==> src/rtl/bdq_pkg.sv <==
// Shared types and constants for the bounded deque with search.
package bdq_pkg;

    // Field widths of the request and response payloads.
    localparam int MODE_W  = 3;
    localparam int VALUE_W = 32;
    localparam int COUNT_W = 5;

    // Request operation codes.
    localparam logic [MODE_W-1:0] MODE_PUSH_FRONT = 3'd0;
    localparam logic [MODE_W-1:0] MODE_PUSH_BACK  = 3'd1;
    localparam logic [MODE_W-1:0] MODE_POP_FRONT  = 3'd2;
    localparam logic [MODE_W-1:0] MODE_POP_BACK   = 3'd3;
    localparam logic [MODE_W-1:0] MODE_SEARCH     = 3'd4;

    // Request payload.
    typedef struct packed {
        logic [MODE_W-1:0]         mode;
        logic signed [VALUE_W-1:0] value;
    } bdq_req_t;

    // Response payload.
    typedef struct packed {
        logic               ok;
        logic [COUNT_W-1:0] count;
    } bdq_rsp_t;

    // Controller states.
    typedef enum logic [1:0] {
        ST_IDLE,
        ST_SEARCH,
        ST_DONE
    } bdq_state_t;

    // Commands from the controller to the datapath.
    typedef struct packed {
        logic apply_op;
        logic search_start;
        logic search_step;
        logic search_end;
        logic rsp_load;
    } bdq_cmd_t;

    // Status from the datapath to the controller.
    typedef struct packed {
        logic count_zero;
        logic hit;
        logic last;
    } bdq_status_t;

endpackage

==> src/rtl/bdq_ram.sv <==
// Generic single-write, single-read RAM with registered read data.
module bdq_ram #(
    parameter int WIDTH = 32,
    parameter int DEPTH = 16
) (
    input  logic                     clk,
    input  logic                     wr_en,
    input  logic [$clog2(DEPTH)-1:0] wr_addr,
    input  logic [WIDTH-1:0]         wr_data,
    input  logic [$clog2(DEPTH)-1:0] rd_addr,
    output logic [WIDTH-1:0]         rd_data
);

    logic [WIDTH-1:0] mem_reg [DEPTH];
    logic [WIDTH-1:0] rd_data_reg;

    // Write port and registered read port.
    always_ff @(posedge clk)
    begin
        if (wr_en)
        begin
            mem_reg[wr_addr] <= wr_data;
        end
        rd_data_reg <= mem_reg[rd_addr];
    end

    assign rd_data = rd_data_reg;

endmodule

==> src/rtl/bdq_ctrl.sv <==
// Controller state machine for the bounded deque with search.
module bdq_ctrl
    import bdq_pkg::*;
(
    input  logic                clk,
    input  logic                rst_n,
    input  logic                req_valid,
    output logic                req_ready,
    input  logic [MODE_W-1:0]   req_mode,
    output logic                rsp_valid,
    input  logic                rsp_ready,
    input  bdq_status_t         status,
    output bdq_cmd_t            cmd
);

    bdq_state_t state_reg;
    bdq_state_t state_next;
    logic       rsp_valid_reg;
    logic       rsp_valid_next;

    // State and response-valid registers.
    always_ff @(posedge clk or negedge rst_n)
    begin
        if (!rst_n)
        begin
            state_reg     <= ST_IDLE;
            rsp_valid_reg <= 1'b0;
        end
        else
        begin
            state_reg     <= state_next;
            rsp_valid_reg <= rsp_valid_next;
        end
    end

    // Next state and commands.
    always_comb
    begin
        state_next = state_reg;
        cmd        = '0;
        req_ready  = 1'b0;
        case (state_reg)
            ST_IDLE:
            begin
                req_ready = 1'b1;
                if (req_valid)
                begin
                    if (req_mode == MODE_SEARCH && !status.count_zero)
                    begin
                        cmd.search_start = 1'b1;
                        state_next       = ST_SEARCH;
                    end
                    else
                    begin
                        cmd.apply_op = 1'b1;
                        state_next   = ST_DONE;
                    end
                end
            end
            ST_SEARCH:
            begin
                cmd.search_step = 1'b1;
                if (status.hit || status.last)
                begin
                    cmd.search_end = 1'b1;
                    state_next     = ST_DONE;
                end
            end
            ST_DONE:
            begin
                // Move the result into the output register once it is free.
                if (!rsp_valid_reg || rsp_ready)
                begin
                    cmd.rsp_load = 1'b1;
                    state_next   = ST_IDLE;
                end
            end
            default:
            begin
                state_next = ST_IDLE;
            end
        endcase
    end

    // The output register stays full until its transfer completes.
    assign rsp_valid_next = cmd.rsp_load | (rsp_valid_reg & ~rsp_ready);
    assign rsp_valid      = rsp_valid_reg;

`ifndef ASSERT_OFF
    // A result never overwrites one that has not been transferred.
    assert property (@(posedge clk) disable iff (!rst_n)
        cmd.rsp_load |-> (!rsp_valid_reg || rsp_ready))
        else $error("response loaded while output register is occupied");

    // A new response only appears after the done state.
    assert property (@(posedge clk) disable iff (!rst_n)
        $rose(rsp_valid_reg) |-> $past(state_reg == ST_DONE))
        else $error("response valid rose outside the done state");

    // An accepted request always leaves the idle state.
    assert property (@(posedge clk) disable iff (!rst_n)
        (req_valid && req_ready) |=> (state_reg != ST_IDLE))
        else $error("accepted request did not start work");
`endif

endmodule

==> src/rtl/bdq_datapath.sv <==
// Datapath for the bounded deque: pointers, entry store, search compare and result registers.
module bdq_datapath
    import bdq_pkg::*;
#(
    parameter int DEPTH      = 16,
    parameter int DATA_WIDTH = 32
) (
    input  logic        clk,
    input  logic        rst_n,
    input  bdq_req_t    req,
    input  bdq_cmd_t    cmd,
    output bdq_status_t status,
    output bdq_rsp_t    rsp
);

    localparam int AW = $clog2(DEPTH);
    localparam int CW = $clog2(DEPTH + 1);
    localparam logic [AW:0]   DEPTH_X    = (AW + 1)'(DEPTH);
    localparam logic [AW-1:0] LAST_SLOT  = AW'(DEPTH - 1);
    localparam logic [CW-1:0] DEPTH_CNT  = CW'(DEPTH);

    logic [AW-1:0]         front_reg;
    logic [CW-1:0]         count_reg;
    logic [CW-1:0]         k_reg;
    logic                  pend_reg;
    logic                  pend_last_reg;
    logic [DATA_WIDTH-1:0] key_reg;
    bdq_rsp_t              res_reg;
    bdq_rsp_t              rsp_reg;

    logic [VALUE_W-1:0]    value_bits;
    logic [DATA_WIDTH-1:0] value_data;
    logic [AW-1:0]         front_dec;
    logic [AW-1:0]         front_inc;
    logic [AW-1:0]         back_slot;
    logic                  full;
    logic                  empty;
    logic                  op_ok;
    logic [AW-1:0]         op_front;
    logic [CW-1:0]         op_count;
    logic                  wr_en;
    logic [AW-1:0]         wr_addr;
    logic [AW-1:0]         rd_addr;
    logic [DATA_WIDTH-1:0] rd_data;
    logic                  issue;

    // Position base+ofs wrapped into the circular buffer.
    function automatic logic [AW-1:0] slot_of(input logic [AW-1:0] base,
                                              input logic [AW-1:0] ofs);
        logic [AW:0] sum;
        sum = {1'b0, base} + {1'b0, ofs};
        if (sum >= DEPTH_X)
        begin
            sum = sum - DEPTH_X;
        end
        return sum[AW-1:0];
    endfunction

    // The value is taken as raw bits and fitted to the stored width.
    assign value_bits = req.value;
    assign value_data = DATA_WIDTH'(value_bits);

    // Neighbor positions of the front entry and the slot past the back.
    assign front_dec = (front_reg == '0) ? LAST_SLOT : front_reg - AW'(1);
    assign front_inc = (front_reg == LAST_SLOT) ? '0 : front_reg + AW'(1);
    assign back_slot = slot_of(front_reg, count_reg[AW-1:0]);
    assign full      = (count_reg == DEPTH_CNT);
    assign empty     = (count_reg == '0);

    // Push and pop outcome for the request at the port.
    always_comb
    begin
        op_ok    = 1'b0;
        op_front = front_reg;
        op_count = count_reg;
        wr_en    = 1'b0;
        wr_addr  = back_slot;
        case (req.mode)
            MODE_PUSH_FRONT:
            begin
                if (!full)
                begin
                    op_ok    = 1'b1;
                    op_front = front_dec;
                    op_count = count_reg + CW'(1);
                    wr_en    = cmd.apply_op;
                    wr_addr  = front_dec;
                end
            end
            MODE_PUSH_BACK:
            begin
                if (!full)
                begin
                    op_ok    = 1'b1;
                    op_count = count_reg + CW'(1);
                    wr_en    = cmd.apply_op;
                end
            end
            MODE_POP_FRONT:
            begin
                if (!empty)
                begin
                    op_ok    = 1'b1;
                    op_front = front_inc;
                    op_count = count_reg - CW'(1);
                end
            end
            MODE_POP_BACK:
            begin
                if (!empty)
                begin
                    op_ok    = 1'b1;
                    op_count = count_reg - CW'(1);
                end
            end
            default:
            begin
                // Search on an empty store and unused codes change nothing.
            end
        endcase
    end

    // One read per search step, front to back.
    assign issue   = cmd.search_step && (k_reg < count_reg);
    assign rd_addr = slot_of(front_reg, k_reg[AW-1:0]);

    bdq_ram #(
        .WIDTH (DATA_WIDTH),
        .DEPTH (DEPTH)
    ) u_ram (
        .clk     (clk),
        .wr_en   (wr_en),
        .wr_addr (wr_addr),
        .wr_data (value_data),
        .rd_addr (rd_addr),
        .rd_data (rd_data)
    );

    // Pointer, count and search sequencing registers.
    always_ff @(posedge clk or negedge rst_n)
    begin
        if (!rst_n)
        begin
            front_reg     <= '0;
            count_reg     <= '0;
            k_reg         <= '0;
            pend_reg      <= 1'b0;
            pend_last_reg <= 1'b0;
        end
        else
        begin
            if (cmd.apply_op)
            begin
                front_reg <= op_front;
                count_reg <= op_count;
            end
            if (cmd.search_start)
            begin
                k_reg         <= '0;
                pend_reg      <= 1'b0;
                pend_last_reg <= 1'b0;
            end
            else if (cmd.search_step)
            begin
                if (issue)
                begin
                    k_reg <= k_reg + CW'(1);
                end
                pend_reg      <= issue;
                pend_last_reg <= issue && ((k_reg + CW'(1)) == count_reg);
            end
            else
            begin
                pend_reg      <= 1'b0;
                pend_last_reg <= 1'b0;
            end
        end
    end

    // Search key, pending result and output payload.
    always_ff @(posedge clk)
    begin
        if (cmd.search_start)
        begin
            key_reg <= value_data;
        end
        if (cmd.apply_op)
        begin
            res_reg.ok    <= op_ok;
            res_reg.count <= COUNT_W'(op_count);
        end
        else if (cmd.search_end)
        begin
            res_reg.ok    <= status.hit;
            res_reg.count <= COUNT_W'(count_reg);
        end
        if (cmd.rsp_load)
        begin
            rsp_reg <= res_reg;
        end
    end

    // Compare the entry read in the previous cycle.
    assign status.count_zero = empty;
    assign status.hit        = pend_reg && (rd_data == key_reg);
    assign status.last       = pend_reg && pend_last_reg;
    assign rsp               = rsp_reg;

`ifndef ASSERT_OFF
    // The entry count never exceeds the buffer depth.
    assert property (@(posedge clk) disable iff (!rst_n)
        count_reg <= DEPTH_CNT)
        else $error("entry count exceeds depth");

    // The last compare of a search covers exactly the held entries.
    assert property (@(posedge clk) disable iff (!rst_n)
        (pend_reg && pend_last_reg) |-> (k_reg == count_reg))
        else $error("search ended at the wrong entry");

    // A successful push or pop always changes the entry count.
    assert property (@(posedge clk) disable iff (!rst_n)
        ($past(rst_n) && $past(cmd.apply_op) && $past(op_ok))
            |-> (count_reg != $past(count_reg)))
        else $error("successful push or pop left the count unchanged");
`endif

endmodule

==> src/rtl/bounded_deque_with_search_core.sv <==
// Top level of the bounded deque with search: controller plus datapath.
//
//   channel  direction  handshake              payload
//   req      in         req_valid / req_ready  bdq_req_t  (mode, value)
//   rsp      out        rsp_valid / rsp_ready  bdq_rsp_t  (ok, count)
//
// Push, pop, unused modes and a search of an empty store pass from the idle state
// through the done state into the output register; a search reads the held entries
// front to back, since the single read port of the entry RAM feeds one compare a cycle.
// A new request is taken in the idle state even while the previous result waits.
// Reset clears the pointers and the count; the entry RAM is not cleared.
// A stalled response holds the next result in a staging register until it moves out.
module bounded_deque_with_search_core
    import bdq_pkg::*;
#(
    parameter int DEPTH      = 16,
    parameter int DATA_WIDTH = 32
) (
    input  logic     clk,
    input  logic     rst_n,
    input  logic     req_valid,
    output logic     req_ready,
    input  bdq_req_t req,
    output logic     rsp_valid,
    input  logic     rsp_ready,
    output bdq_rsp_t rsp
);

    bdq_cmd_t    cmd;
    bdq_status_t status;

    // Sequencing of operations and the output handshake.
    bdq_ctrl u_ctrl (
        .clk       (clk),
        .rst_n     (rst_n),
        .req_valid (req_valid),
        .req_ready (req_ready),
        .req_mode  (req.mode),
        .rsp_valid (rsp_valid),
        .rsp_ready (rsp_ready),
        .status    (status),
        .cmd       (cmd)
    );

    // Storage, pointers and search compare.
    bdq_datapath #(
        .DEPTH      (DEPTH),
        .DATA_WIDTH (DATA_WIDTH)
    ) u_datapath (
        .clk    (clk),
        .rst_n  (rst_n),
        .req    (req),
        .cmd    (cmd),
        .status (status),
        .rsp    (rsp)
    );

endmodule

==> config.mk <==
export PLATFORM = sky130hd
export DESIGN_NAME = bounded_deque_with_search_core
export DESIGN_NICKNAME = d
export VERILOG_FILES = /design/src/rtl/bdq_pkg.sv /design/src/rtl/bdq_ram.sv /design/src/rtl/bdq_ctrl.sv /design/src/rtl/bdq_datapath.sv /design/src/rtl/bounded_deque_with_search_core.sv
export SDC_FILE = /design/constraint.sdc
export NUM_CORES = 1
export LEC_CHECK = 0
export BUFFER_PORTS_ARGS = -buffer_cell sky130_fd_sc_hd__buf_2
export CAP_MARGIN = 20
export CORE_MARGIN = 3
export CORE_UTILIZATION = 50
export DETAILED_ROUTE_END_ITERATION = 8
export PLACE_DENSITY = 0.75
export SYNTH_ARGS = -nofsm -noshare
export SYNTH_HDL_FRONTEND = slang
export SYNTH_SLANG_ARGS = --single-unit
==> constraint.sdc <==
create_clock -name clk -period 14.9 [get_ports clk]
set_input_delay 2.98 -clock clk [delete_from_list [all_inputs] [get_ports clk]]
set_output_delay 2.98 -clock clk [all_outputs]
set_load 0.005 [all_outputs]
==> results.txt, run 1 <==
outcome -> completed
FMAX -> 178 MHz
Max VDD drop -> 0.000201 V
fin crit period -> 5.62 ns
Total GRT Usage -> 19.1%
Max clock buf depth -> 3
Worst Path Max Fanout -> 17
wire per inst -> 24.9 microns
Tot Pwr -> 6210 uW
endpoints failing hold -> 0
core region area -> 46000 sq um
commonest cells after routing, fill and taps aside -> edfxtp_1, mux4_2, nand2_1, clkbuf_16, buf_2
synthesized flop and latch total -> 607
CTS root buf -> clkbuf_16
Worst R2R Setup Slack -> 10.72 ns
vias in the first global route -> 11800
via count -> 11400
DRT antenna net count -> 0
Worst EP arrival -> 5.93 ns
Die Wd -> 223 microns
Pwr Density -> 234 nW/um^2
NumNets Final -> 1315
count of non-filler cells in the finished layout -> 1904
DIE HEIGHT -> 223 microns
initial drt markers -> 1236
GPL Wtd Cong -> 0.785
Port-buffer cells -> 46
CTS buffer count -> 57
Max-cap violations -> 0
Post-synth ARST share -> 3.13%
commonest non-fill, non-tap cell in the layout -> edfxtp_1
Rows -> 78
setup TNS -> 0 ns
reg-to-reg endpoint -> u_datapath.u_ram.mem_reg[14][3]
Clock Sinks -> 607
Final HPWL DP -> 26.0 mm
hold endpoint -> u_datapath.rsp[4]
Worst setup SP type -> input pin
Cells after DPL -> 1795
GR Overflow Total -> 0
WS Path Type -> input pin to flip-flop
synthesized net count -> 1234
Hold Path Depth -> 0
area grow syn2layout -> 12.8%
ant diodes -> 0
Mapped Cells -> 1177
WL final -> 47.4 mm
worst endpoint required time -> 15.21 ns
hold path startpoint -> u_datapath.res_reg[4]
sequential fraction of the synthesis area -> 75.6%
share of cells above drive strength 1 -> 24.7%
synth warn -> 0
Post CTS Setup Buffer Count -> 0
via/cell ratio -> 6.00
1st-pass router iterations -> 5
final setup fails -> 0
Die Area -> 49800 sq um
CP Cell Sequence -> buf_2, a2111oi_4, mux2i_1, o211ai_1, nor2_4, buf_16
Worst setup EP type -> flip-flop
Initial Utilization -> 51.3%
Worst-Skew Late Latency -> 0.62 ns
Largest register FFs -> 512
Top FF cell, synth -> edfxtp_1
Post-synth EDFFs -> 556
r2r worst-path depth -> 8
RSZ-0062 raised after global routing -> no
CTS tree -> yes
syn_area_per_cell -> 20.0 sq um
largest net degree at the start of global routing -> 65
skew final -> 0.0191 ns
initial antenna violation count -> 1
Yosys cell types -> 53
Place WS -> 8.54 ns
relative slew slack -> 31.2%
fin worst setup slack -> 9.28 ns
slowest CP cell -> a2111oi_4
H-tree levels -> 2
origin of the critical flop-to-flop path -> u_datapath.count_reg[1]
synthesized area -> 23600 sq um
measured slew at the worst slew-check pin -> 1.03 ns
Final Max Tran Viols -> 0
global-route wire length before repair -> 72.7 mm
Hold WC Path Type -> flip-flop to flip-flop
I/O Pins -> 47
hold buffers post-CTS -> 0
leakage -> 0.00857 uW
Worst-path clk slew -> 0.06 ns
DRC -> 0
final period utilization -> 37.7%
hold_ws -> 0.419 ns
Largest stage delay, worst path -> 0.69 ns
CTS resizes -> 0
-- cells in the mapped netlist (all sizes together) (2+ instances only) --
cell type	count	area share (%)
nor2b	3	0.080
nand3	4	0.085
xor2	6	0.22
ha	16	0.85
mux4	128	12
nor2	21	0.35
mux2i	8	0.34
inv	16	0.25
xnor2	43	1.6
a21o	2	0.064
o31ai	6	0.19
nand2b	7	0.19
o211ai	5	0.16
nor3b	2	0.11
edfxtp	556	71
o21ai	12	0.25
clkbuf	27	0.43
a211o	2	0.074
dfrtp	19	2.0
and2	33	0.88
a31oi	34	0.97
buf	27	0.74
nand4	10	0.27
dfxtp	32	2.7
nor3	12	0.25
a2111oi	2	0.15
nand4b	3	0.24
a221oi	2	0.074
fa	2	0.17
nand2	75	1.2
mux2	4	0.21
a22o	4	0.15
a211oi	33	1.1
and3	2	0.053
a21oi	12	0.25
-- critical path, delay by kind of cell --
kind | cells | cell delay (ns)
compound gates | 2 | 1.21
simple gates | 1 | 0.66
buf+inv | 2 | 0.43
mux | 1 | 0.65
-- logic make-up (layout without fill, tap and decap cells) --
| logic type | after synthesis | in the layout | share of synthesized area, % |
|---|---|---|---|
| AO/OA/AOI/OAI | 118 | 118 | 3.54 |
| multiplexers | 140 | 140 | 12.8 |
| XOR/XNOR | 49 | 49 | 1.82 |
| buffers and inverters | 70 | 197 | 1.42 |
| adder cells (fa/ha/maj) | 18 | 18 | 1.02 |
| flip-flops | 607 | 607 | 75.6 |
| AND/OR/NAND/NOR | 175 | 175 | 3.82 |
-- area by class of cell --
class	count	area (sq um)
fill	3236	19400
clock inverter	20	184
clock buffer	85	1660
timing repair buffer	76	543
sequential	607	17800
multi-input combinational	500	5570
tap	600	751
inverter	16	60.1
-- layer usage --
layer | up-vias | share of wire, % | GRT usage, %
li1 | 4930 | - | -
met1 | 5986 | 44 | 27.7
met2 | 414 | 48 | 30.8
met3 | 89 | 5.9 | 2.91
met4 | 0 | 2.6 | 5.68
met5 | - | 0 | 0
-- worst max path at each step --
stage / startpoint / to / cells past startpoint
5_1_grt: req[32] / u_datapath.u_ram.mem_reg[14][4] / 6
3_3_place_gp: req[32] / u_datapath.u_ram.mem_reg[6][25] / 6
2_1_floorplan: req[32] / u_datapath.u_ram.mem_reg[4][0] / 5
3_5_place_dp: req[32] / u_datapath.u_ram.mem_reg[15][19] / 5
6_report: req[32] / u_datapath.u_ram.mem_reg[14][3] / 6
4_1_cts: req[32] / u_datapath.u_ram.mem_reg[15][30] / 5
-- metrics by stage --
stage	instance area [sq um]	utilization [%]
after floorplan	23600	-
after global placement	24600	53.5
final	26600	57.8
after CTS	26500	57.6
after global routing	26600	57.8
after detailed placement	24600	53.6
-- report_power, final --
group          switching (uW)  total, uW  internal [uW]
sequential               86.5       2100           2020
clock                     607       1410            805
combinational            1510       2690           1180
total                    2200       6210           4010
Power figures use the tool's default switching activity.
==> run 2, diff against run 1 <==
ABC_AREA = 1   (was default)
clock period = 5.7 ns   (was 14.9 ns; I/O delays follow)
==> run 2 against run 1 <==
Effect of this change:
- hold slack improved by 0.0025 ns
- power grew to 2.7 times the previous value
- synthesized cell count up 52%
- largest power group unchanged
- via count is 24% higher
- critical endpoint is now u_datapath.u_ram.rd_data[1]
- largest cell class unchanged
- final cell count is 33% higher
- clock skew is 0.0017 ns lower
- count of clock-buffer cells in the layout down 8
==> results.txt, run 2 <==
outcome -> completed
WS Path Type -> flip-flop to flip-flop
Synth Area in Compound Gates -> 10.8% (+7.2 points)
r2r worst-path depth -> 8 (unchanged)
vias in the first global route -> 14100 (+19%)
area grow syn2layout -> 11.9%
fin crit period -> 3.75 ns
Final Max Tran Viols -> 0 (unchanged)
Worst Path Max Fanout -> 88 (+71)
sequential fraction of the synthesis area -> 72.4% (-3.2 points)
CTS buffer count -> 58 (+1.8%)
Yosys cell types -> 40 (-25%)
Largest register FFs -> 512 (unchanged)
CTS tree -> yes
via/cell ratio -> 5.61 (-6.5%)
most common cell in the netlist -> edfxtp_1
share of cells above drive strength 1 -> 10.4% (-14 points)
Worst-path clk slew -> 0.06 ns (about the same)
synthesized flop and latch total -> 607 (unchanged)
global-route wire length before repair -> 83.8 mm (+15%)
CP bufs+invs -> 2 (unchanged)
Worst setup SP type -> flip-flop
placed cell area -> 25500 sq um (+3.4%)
GR Overflow Total -> 0 (unchanged)
Die Wd -> 228 microns (+2.1%)
1st-pass router iterations -> 5 (unchanged)
Worst R2R Setup Slack -> 1.95 ns (-8.77 ns)
skew final -> 0.0174 ns (-0.00170 ns)
Multi-input gate area -> 5690 sq um (+2.2%)
Post-synth EDFFs -> 556 (unchanged)
measured slew at the worst slew-check pin -> 1.12 ns (+0.0918 ns)
initial drt markers -> 1649 (+33%)
I/O Pins -> 47 (unchanged)
initial antenna violation count -> 0 (-1)
largest net degree at the start of global routing -> 206 (+220%)
syn_area_per_cell -> 13.8 sq um (-31%)
WL final -> 54.3 mm (+15%)
FMAX -> 266 MHz
Synth Area in XOR/XNOR -> 1.02% (-0.80 points)
Total GRT Usage -> 20.9% (+1.7 points)
Hold WC Path Type -> flip-flop to flip-flop
ant diodes -> 0 (unchanged)
Clock Sinks -> 607 (unchanged)
Mapped Cells -> 1785 (+52%)
Final HPWL DP -> 31.9 mm (+23%)
CP Cell Sequence -> inv_1, fa_4, buf_4, a21oi_1, o21ai_0, o211ai_1, nand3_1, o21ai_1
commonest cells after routing, fill and taps aside -> edfxtp_1, inv_1, o21ai_0, a21oi_1, mux2i_1
slowest CP cell -> fa_4
Top FF cell, synth -> edfxtp_1
Max VDD drop -> 0.00115 V (+470%)
worst endpoint required time -> 6.18 ns (-9.03 ns)
Die Area -> 51900 sq um (+4.3%)
top cells by count, synth -> edfxtp_1, inv_1, o21ai_0, a21oi_1, mux2i_1
Crit. Startpoint -> u_datapath.front_reg[1]
Largest stage delay, worst path -> 1.20 ns (+0.51 ns)
H-tree levels -> 2 (unchanged)
Max clock buf depth -> 3 (unchanged)
commonest non-fill, non-tap cell in the layout -> edfxtp_1
via count -> 14200 (+24%)
origin of the critical flop-to-flop path -> u_datapath.front_reg[1]
Pwr Density -> 612 nW/um^2 (+160%)
Rows -> 80 (+2.6%)
Port-buffer cells -> 46 (unchanged)
synth top area cells -> edfxtp_1, mux2i_1, o211ai_1
DRT antenna net count -> 0 (unchanged)
Synth top area share -> 67.9% (-3.0 points)
reg-to-reg endpoint -> u_datapath.u_ram.rd_data[1]
synth warn -> 0 (unchanged)
Worst-Skew Late Latency -> 0.61 ns (about the same)
hold buffers post-CTS -> 0 (unchanged)
proportion of synthesized area in mux cells -> 5.25% (-7.5 points)
Post CTS Setup Buffer Count -> 0 (unchanged)
setup TNS -> 0 ns (unchanged)
RSZ-0062 raised after global routing -> no
Worst EP arrival -> 4.24 ns (-1.69 ns)
Initial Utilization -> 51.1% (-0.15 points)
wire per inst -> 21.5 microns (-14%)
final setup fails -> 0 (unchanged)
Max-cap violations -> 0 (unchanged)
Worst setup EP type -> flip-flop
Crit path depth -> 8 (+2)
Post-synth ARST share -> 3.13% (unchanged)
GPL Wtd Cong -> 0.855 (+8.9%)
DIE HEIGHT -> 228 microns (+2.1%)
endpoints failing hold -> 0 (unchanged)
leakage -> 0.00998 uW (+17%)
final period utilization -> 65.8%
cell family with most CP delay -> adder cells
core region area -> 48100 sq um (+4.7%)
end of the critical path -> u_datapath.u_ram.rd_data[1]
design area -> 27500 sq um (+3.6%)
largest family of logic cells by synthesized area -> compound AO/OA/AOI/OAI gates
synthesized net count -> 1842 (+49%)
adder and majority cell fraction of the synthesized area -> 0.976% (-0.043 points)
Reg area -> 17800 sq um (unchanged)
fillers -> 3651 (+13%)
synthesized area -> 24600 sq um (+4.4%)
simple-gate share of the synthesized area -> 4.42% (+0.60 points)
relative slew slack -> 25.1% (-6.0 points)
DRC -> 0 (unchanged)
CTS resizes -> 0 (unchanged)
NumNets Final -> 1875 (+43%)
CTS root buf -> clkbuf_16
Yosys top cell by area -> edfxtp_1
final core occ -> 57.2% (-0.64 points)
## run 2: cell types whose count changed after synthesis, moves of 29 or more
cell and change:
inv_1 +190, o21ai_0 +143, mux4_2 -128, a21oi_1 +123, o211ai_1 +123, mux2i_1 +121
nand3_1 +54, nand2_1 +43, o21ai_1 +34, a211oi_1 -33, a31oi_1 -33, and2_1 -33
xnor2_1 -29
## run 2: kinds of logic (layout without fill, tap and decap cells)
| logic type | Yosys count | count (layout) |
|---|---|---|
| xor+xnor | 27 | 27 |
| flops | 607 | 607 |
| mux | 129 | 129 |
| compound gates | 461 | 461 |
| simple gates | 242 | 242 |
| buf+inv | 301 | 384 |
| fa+ha+maj | 18 | 18 |
## run 2: cell type report
type	instances	area share (%)
clock inverters	33	0.991
inverters	211	2.89
flip-flops and latches	607	64.7
clock buffers	77	5.79
well taps	656	2.98
repair buffers	63	1.99
multi-input cells	877	20.7
## run 2: worst min-delay path by stage
stage | from | endpoint | slack (ns) | cells after the start
6_report | u_datapath.res_reg[2] | u_datapath.rsp[2] | 0.42 | 0
5_1_grt | u_datapath.res_reg[2] | u_datapath.rsp[2] | 0.43 | 0
4_1_cts | u_datapath.res_reg[2] | u_datapath.rsp[2] | 0.42 | 0
3_5_place_dp | u_datapath.res_reg[2] | u_datapath.rsp[2] | 0.40 | 0
3_3_place_gp | u_datapath.res_reg[4] | u_datapath.rsp[4] | 0.40 | 0
2_1_floorplan | u_datapath.res_reg[0] | u_datapath.rsp[0] | 0.40 | 0
## run 2: report_power, final
part           total (uW)  switching, uW  internal [uW]
registers            5490            206           5280
logic                7640           5170           2460
clock network        3740           1600           2140
total               16900           6980           9880
## run 2: stage by stage
stage / setup WS (ns) / hold WS (ns) / power, uW / instances
3_3_place_gp: 1.93 / 0.404 / 13000 / 2406
3_5_place_dp: 1.94 / 0.405 / 13100 / 2407
6_report: 1.95 / 0.422 / 16900 / 2524
2_1_floorplan: 1.92 / 0.400 / 11000 / 1785
4_1_cts: 2.00 / 0.424 / 16900 / 2517
5_1_grt: 1.78 / 0.427 / 17800 / 2524
## run 2: routing by layer
layer / up-vias / part of all wire, % / GRT usage, %
met5: - / 0 / 0
met4: 0 / 3.1 / 7.94
met3: 98 / 5.7 / 2.72
met2: 466 / 51 / 35.7
met1: 7022 / 41 / 27.4
li1: 6575 / - / -
